$ cat config.mk
export PLATFORM = sky130hd
export DESIGN_NAME = days_between_dates_top
export DESIGN_NICKNAME = d
export VERILOG_FILES = /design/src/dbd_pkg.sv /design/src/dbd_ordinal.sv /design/src/days_between_dates_top.sv
export SDC_FILE = /design/constraint.sdc
export NUM_CORES = 2
export LEC_CHECK = 0
export ABC_AREA = 0
export BUFFER_PORTS_ARGS = -buffer_cell sky130_fd_sc_hd__buf_2
export CORE_ASPECT_RATIO = 0.8
export CORE_MARGIN = 8
export CORE_UTILIZATION = 25
export CTS_CLUSTER_DIAMETER = 40
export DETAILED_ROUTE_END_ITERATION = 8
export PLACE_DENSITY_LB_ADDON = 0.1
export SYNTH_ARGS = -nofsm -noshare
export SYNTH_HDL_FRONTEND = slang
export SYNTH_HIERARCHICAL = 1
export SYNTH_SLANG_ARGS = --single-unit
$ cat constraint.sdc
create_clock -name clk -period 11.1 [get_ports clk]
set_clock_uncertainty 0.05 [all_clocks]
set_input_delay 0 -clock clk [delete_from_list [all_inputs] [get_ports clk]]
set_output_delay 0 -clock clk [all_outputs]
set_load 0.03 [all_outputs]
$ cat src/dbd_pkg.sv
// Shared types, widths and constants for the day-difference pipeline.
// Used by dbd_ordinal and days_between_dates_top; depends on nothing.
package dbd_pkg;

  localparam int YEAR_W  = 14;
  localparam int MONTH_W = 4;
  localparam int DAY_W   = 5;
  localparam int ORD_W   = 23;   // day ordinal, unsigned
  localparam int CNT_W   = 23;   // signed result field
  localparam int DIFF_W  = ORD_W + 1;

  // floor(x / 100) = (x * RECIP_100) >> RECIP_SHIFT, exact for x below 2^15.
  localparam int RECIP_SHIFT = 24;
  localparam logic [17:0] RECIP_100 = 18'd167773;
  localparam int PROD_W = 33;
  localparam int Q100_W = PROD_W - RECIP_SHIFT;

  localparam logic [MONTH_W-1:0] MONTH_JAN = 4'd1;
  localparam logic [MONTH_W-1:0] MONTH_FEB = 4'd2;
  localparam logic [MONTH_W-1:0] MONTH_DEC = 4'd12;

  localparam logic signed [DIFF_W-1:0] CNT_MAX = 24'sd4194303;
  localparam logic signed [DIFF_W-1:0] CNT_MIN = -24'sd4194304;

  typedef logic [ORD_W-1:0] ord_t;

  // Days in the months before the given month (0 is January), common year.
  function automatic logic [8:0] month_prefix(input logic [MONTH_W-1:0] idx);
    logic [8:0] days;
    unique case (idx)
      4'd0:    days = 9'd0;
      4'd1:    days = 9'd31;
      4'd2:    days = 9'd59;
      4'd3:    days = 9'd90;
      4'd4:    days = 9'd120;
      4'd5:    days = 9'd151;
      4'd6:    days = 9'd181;
      4'd7:    days = 9'd212;
      4'd8:    days = 9'd243;
      4'd9:    days = 9'd273;
      4'd10:   days = 9'd304;
      4'd11:   days = 9'd334;
      default: days = 9'd0;
    endcase
    return days;
  endfunction

endpackage

$ cat src/dbd_ordinal.sv
// Four-stage pipeline that turns one date into its day ordinal from year 0.
// Depends on dbd_pkg; stage enables come from the valid/ready chain of the top level.
module dbd_ordinal
  import dbd_pkg::*;
(
  input  logic               clk,
  input  logic [3:0]         stage_en,
  input  logic [YEAR_W-1:0]  year,
  input  logic [MONTH_W-1:0] month,
  input  logic [DAY_W-1:0]   day,
  output ord_t               ordinal
);

  // Stage 1: month clamp, prefix lookup, year * 365 and rounding offsets.
  logic [MONTH_W-1:0] mon_c;
  logic [ORD_W-1:0]   y365;
  logic [YEAR_W:0]    y_ext;

  always_comb begin
    priority if (month < MONTH_JAN) begin
      mon_c = MONTH_JAN;
    end else if (month > MONTH_DEC) begin
      mon_c = MONTH_DEC;
    end else begin
      mon_c = month;
    end
  end

  assign y_ext = {1'b0, year};
  // 365 = 256 + 64 + 32 + 8 + 4 + 1
  assign y365 = (ORD_W'(year) << 8) + (ORD_W'(year) << 6) + (ORD_W'(year) << 5)
              + (ORD_W'(year) << 3) + (ORD_W'(year) << 2) + ORD_W'(year);

  logic [YEAR_W-1:0] y1_r;
  logic [YEAR_W:0]   a1_r, b1_r;
  logic [12:0]       q4_1_r;
  logic [8:0]        pre1_r;
  logic              feb1_r;
  logic [DAY_W-1:0]  d1_r;
  logic [ORD_W-1:0]  y365_1_r;
  logic [YEAR_W:0]   y_p3;

  assign y_p3 = y_ext + (YEAR_W+1)'(3);

  always_ff @(posedge clk) begin
    if (stage_en[0]) begin
      y1_r     <= year;
      a1_r     <= y_ext + (YEAR_W+1)'(99);
      b1_r     <= y_ext + (YEAR_W+1)'(399);
      q4_1_r   <= y_p3[YEAR_W:2];
      pre1_r   <= month_prefix(mon_c - MONTH_JAN);
      feb1_r   <= (mon_c > MONTH_FEB);
      d1_r     <= day;
      y365_1_r <= y365;
    end
  end

  // Stage 2: the two divisions by 100 as reciprocal multiplications.
  logic [PROD_W-1:0] p99, p399;
  assign p99  = PROD_W'(a1_r) * PROD_W'(RECIP_100);
  assign p399 = PROD_W'(b1_r) * PROD_W'(RECIP_100);

  logic [YEAR_W-1:0] y2_r;
  logic [Q100_W-1:0] q99_2_r, q399_2_r;
  logic [12:0]       q4_2_r;
  logic [8:0]        pre2_r;
  logic              feb2_r;
  logic [DAY_W-1:0]  d2_r;
  logic [ORD_W-1:0]  y365_2_r;

  always_ff @(posedge clk) begin
    if (stage_en[1]) begin
      y2_r     <= y1_r;
      q99_2_r  <= p99[PROD_W-1:RECIP_SHIFT];
      q399_2_r <= p399[PROD_W-1:RECIP_SHIFT];
      q4_2_r   <= q4_1_r;
      pre2_r   <= pre1_r;
      feb2_r   <= feb1_r;
      d2_r     <= d1_r;
      y365_2_r <= y365_1_r;
    end
  end

  // Stage 3: days in whole years before this one, and the leap flag.
  // ceil(y/100) * 100 == y exactly when y is a multiple of 100;
  // a multiple of 100 is a multiple of 400 when it is also one of 16.
  logic [YEAR_W+1:0] q99x100;
  logic              div100, leap;
  assign q99x100 = ((YEAR_W+2)'(q99_2_r) << 6) + ((YEAR_W+2)'(q99_2_r) << 5)
                 + ((YEAR_W+2)'(q99_2_r) << 2);
  assign div100  = (q99x100 == (YEAR_W+2)'(y2_r));
  assign leap    = (div100) ? (y2_r[3:0] == 4'd0) : (y2_r[1:0] == 2'd0);

  logic [ORD_W-1:0] base3_r;
  logic             leap3_r;
  logic [8:0]       pre3_r;
  logic [DAY_W-1:0] d3_r;

  always_ff @(posedge clk) begin
    if (stage_en[2]) begin
      base3_r <= y365_2_r + ORD_W'(q4_2_r) - ORD_W'(q99_2_r) + ORD_W'(q399_2_r >> 2);
      leap3_r <= leap & feb2_r;
      pre3_r  <= pre2_r;
      d3_r    <= d2_r;
    end
  end

  // Stage 4: add the month prefix, the leap day and the day of month.
  ord_t ord4_r;
  always_ff @(posedge clk) begin
    if (stage_en[3]) begin
      ord4_r <= base3_r + ORD_W'(pre3_r) + ORD_W'(leap3_r) + ORD_W'(d3_r);
    end
  end

  assign ordinal = ord4_r;

endmodule

$ cat src/days_between_dates_top.sv
// Top level: signed Gregorian day count from a start date to an end date.
// Depends on dbd_pkg and dbd_ordinal (one instance per date).
//
//  channel | dir | tdata fields, lowest bit up
//  --------+-----+-----------------------------------------------------------
//  in_     | in  | start_year[13:0] start_month[17:14] start_day[22:18]
//          |     | end_year[36:23] end_month[40:37] end_day[45:41], pad to 48
//  out_    | out | day_count[22:0] (two's complement), pad to 24
//
// Five register stages: four in each ordinal pipeline, then difference and
// saturation into the output register. One beat per cycle while out_ is not stalled.
// Each stage has its own valid bit and loads when it is empty or the stage after
// it can load, so a stall on out_ fills bubbles first and never drops a beat.
// rst_n (synchronous) clears only the valid bits.
module days_between_dates_top
  import dbd_pkg::*;
(
  input  logic        clk,
  input  logic        rst_n,
  input  logic        in_tvalid,
  output logic        in_tready,
  input  logic [47:0] in_tdata,   // start_year, start_month, start_day,
                                  // end_year, end_month, end_day
  output logic        out_tvalid,
  input  logic        out_tready,
  output logic [23:0] out_tdata   // day_count
);

  localparam int STAGES = 5;

  logic [STAGES-1:0] v_r, v_nxt;
  logic [STAGES-1:0] rdy;

  always_comb begin
    rdy[STAGES-1] = !v_r[STAGES-1] || out_tready;
    for (int k = STAGES - 2; k >= 0; k--) begin
      rdy[k] = !v_r[k] || rdy[k+1];
    end
  end

  always_comb begin
    v_nxt[0] = rdy[0] ? in_tvalid : v_r[0];
    for (int k = 1; k < STAGES; k++) begin
      v_nxt[k] = rdy[k] ? v_r[k-1] : v_r[k];
    end
  end

  always_ff @(posedge clk) begin
    if (!rst_n) begin
      v_r <= '0;
    end else begin
      v_r <= v_nxt;
    end
  end

  assign in_tready = rdy[0];

  ord_t ord_s, ord_e;

  dbd_ordinal u_start (
    .clk      (clk),
    .stage_en (rdy[3:0]),
    .year     (in_tdata[13:0]),
    .month    (in_tdata[17:14]),
    .day      (in_tdata[22:18]),
    .ordinal  (ord_s)
  );

  dbd_ordinal u_end (
    .clk      (clk),
    .stage_en (rdy[3:0]),
    .year     (in_tdata[36:23]),
    .month    (in_tdata[40:37]),
    .day      (in_tdata[45:41]),
    .ordinal  (ord_e)
  );

  logic signed [DIFF_W-1:0] diff;
  logic [CNT_W-1:0]         cnt_nxt, cnt_r;

  assign diff = $signed({1'b0, ord_e}) - $signed({1'b0, ord_s});

  always_comb begin
    priority if (diff > CNT_MAX) begin
      cnt_nxt = CNT_MAX[CNT_W-1:0];
    end else if (diff < CNT_MIN) begin
      cnt_nxt = CNT_MIN[CNT_W-1:0];
    end else begin
      cnt_nxt = diff[CNT_W-1:0];
    end
  end

  always_ff @(posedge clk) begin
    if (rdy[STAGES-1]) begin
      cnt_r <= cnt_nxt;
    end
  end

  assign out_tvalid = v_r[STAGES-1];
  assign out_tdata  = {1'b0, cnt_r};

endmodule

==> flow_summary.yaml <==
status:
  status: "completed"
yosys:
  avgSynthCellArea_um2: 11.4
  synth_area_leader_cell: "edfxtp_1"
  synthFlopType: "edfxtp_1"
  syn_inst: 4119
  synth_fp_nets: 5469
  async_flop_share: 0
  yosys.cell_types.count: 93
  synth_commonest_cells: "976 x inv_1, 785 x ha_1, 513 x fa_1"
  syn_area_um2: 46900
  yosysWarnings: 6
  synth-seq-area-share: 0.309
  synth_edf_count: 479
  synth_most_common_cell: "inv_1"
  netlist_top_cells_area: "edfxtp_1 31%, fa_1 22%, ha_1 21%, inv_1 7.8%, xnor2_1 3.2%"
  netlist.area_leader.share: 0.307
  synth_seq_cells: 484
clock_tree:
  cts_sinks: 484
  clk_latency_ps: 690
  cts_resized: 0
  clkSlewWorstSetupHoldPaths_ps: 60
  cts-buffers-inserted: 99
  clock_path_buffers: 3
  cts_root_buf: "clkbuf_16"
  cts_tree: "done"
  cts-htree-levels: 3
global_routing:
  grt_max_degree: 100
  grt_use_total: 0.118
  grt_pass1_wl_um: 186000
  grt-ovfl-total: 0
  grt_pass1_vias: 30800
  grt_antenna_before_repair: 5
sta:
  finalMaxSlewViolations: 0
  slew_headroom: 0.273
  timing.final.crit_period_ps: 7040
  hold_violations: 0
  tightestPinTransition_ps: 1090
  post-route-worst-setup-slack_ps: 4060
  fin_setup_tns_ps: 0
  fin_hold_ws_ps: 106
  fmax_ghz: 0.142
  post-route-period-util: 0.634
  setup_viol: 0
  rsz0062_at_grt: "false"
finish:
  final_nets: 5699
  seqCellArea_um2: 14500
  drive_gt1_frac: 0.0686
  final_area_um2: 54400
  multi_input_area_um2: 28600
  diodes: 0
  fillers: 19400
  area_delta_synth_final_pct: 16.1
job:
  maxCapViolCount: 0
floorplanning:
  dieArea_um2: 202000
  start_util: 0.251
  pin_count: 78
  die_y_um: 403
  fp.coreArea_um2: 187000
  rows: 142
  die_w_um: 500
critical_path:
  reg2reg_to: "u_start/q99_2_r[8]$_DFFE_PP_"
  crit_type: "reg -> reg"
  rrSetupSlack_ps: 4060
  arrival_ps: 7400
  required_ps: 11460
  worst_setup_path_start_kind: "flop"
  timing.rr.start: "u_start/a1_r[1]$_DFFE_PP_"
  end_kind: "flop"
  reg2reg_depth: 21
  crit_fanout: 10
worst_hold_path:
  min_to: "v_r[2]$_SDFFE_PN0P_"
  hp-start: "rst_n"
  hold_path.class: "in -> reg"
  hold_depth: 3
drt:
  route.detailed.drc: 0
  dr_total_vias: 28600
  routed_wirelength_um: 118000
  drt_iter0_markers: 1459
  wire_per_inst_um: 17.0
  drtAntennaViolNets: 0
  via_per_inst: 4.12
  first_pass_iters: 5
place:
  hpwlAfterDp_um: 96800
  gp_congestion: 0.801
  post_dp_cell_area_um2: 50400
  post-place-ws_ps: 4030
  port-buffer-count: 74
-- registers in the layout (all words and copies together) (netlist names), 21 cells and up --
name,cells
u_start/y365_2_r,21
u_start/ordinal,23
u_end/y365_1_r,21
u_end/ordinal,23
u_start/base3_r,23
u_end/y365_2_r,21
u_end/base3_r,23
cnt_r,23
u_start/y365_1_r,21
-- layer usage --
layer | global-route usage | share of wire | vias to the layer above
met5 | 0 | 0 | -
met3 | 0.0175 | 0.037 | 101
li1 | - | - | 14200
met2 | 0.167 | 0.40 | 365
met4 | 0.0269 | 0.017 | 0
met1 | 0.187 | 0.55 | 13900
-- timing repair --
item	CTS	global route
setup buffers	0	0
hold buffers	69	0
hold endpoints to repair	132	0
-- per-stage QoR --
step                      utilization  cells
after floorplan                     -   4119
after global routing            0.292   6950
after detailed placement        0.270   6699
after global placement          0.270   6699
final                           0.292   6950
after CTS                       0.292   6950
-- layout by cell type (no fill, tap or decap), types with 19 or more instances in the layout --
cell type | netlist | final
o21ai_0 | 87 | 87
edfxtp_1 | 479 | 479
inv_1 | 976 | 975
nand4_1 | 29 | 29
xor2_1 | 75 | 75
o21a_1 | 26 | 26
dlygate4sd3_1 | 0 | 69
a21oi_1 | 191 | 191
nor3_1 | 39 | 39
buf_2 | 4 | 74
ha_1 | 785 | 785
nor2_1 | 125 | 125
nand3_1 | 56 | 55
clkbuf_16 | 0 | 101
nor2b_1 | 20 | 20
xnor2_1 | 172 | 172
a21o_1 | 66 | 66
fa_1 | 513 | 513
a31oi_1 | 20 | 20
o21bai_1 | 19 | 19
nand2_1 | 149 | 147
-- cells by family after synthesis --
kind of cell	count (synthesis)	synth area share
AOI/OAI and AO/OA	578	0.0824
xor gates and xnor gates	247	0.0461
other	1	0.0000800
DFF	484	0.309
muxes	1	0.000214
and+or+nand+nor	507	0.0521
adders and majority gates	1301	0.429
buffers and inverters	1000	0.0807
-- how the worst max path moves through the flow --
stage                                    startpoint                      endpoint  slack (ps)
after floorplan                 v_r[4]$_SDFFE_PN0P_       u_end/a1_r[0]$_DFFE_PP_        3930
after global placement    u_start/a1_r[1]$_DFFE_PP_  u_start/q99_2_r[8]$_DFFE_PP_        4060
after detailed placement  u_start/a1_r[1]$_DFFE_PP_  u_start/q99_2_r[8]$_DFFE_PP_        4030
after CTS                 u_start/a1_r[1]$_DFFE_PP_  u_start/q99_2_r[8]$_DFFE_PP_        3940
after global routing      u_start/a1_r[1]$_DFFE_PP_  u_start/q99_2_r[8]$_DFFE_PP_        3730
final                     u_start/a1_r[1]$_DFFE_PP_  u_start/q99_2_r[8]$_DFFE_PP_        4060
-- worst max-delay path: stages, from the launching register on --
cell	delay, ps
edfxtp_1	790
inv_1	290
fa_1	570
fa_1	530
inv_1	50
fa_1	500
inv_1	60
fa_1	540
inv_1	50
fa_1	470
inv_1	50
fa_1	490
inv_1	40
ha_1	310
nand3_1	90
a211oi_1	260
o21ai_1	330
a2111oi_4	600
o41ai_4	140
o2111ai_2	290
a21oi_2	100
xnor2_1	130
-- area by class of cell --
type,instances,share of cell area
Multi-Input combinational cell,2635,0.526
Sequential cell,484,0.266
Inverter,976,0.0673
Tap cell,2520,0.0579
Clock buffer,110,0.0470
Timing Repair Buffer,153,0.0211
Clock inverter,72,0.0146
Power is left out: the tool's default activity adds up to more than one toggle a clock period on the data nets, which glitch-free logic cannot reach.
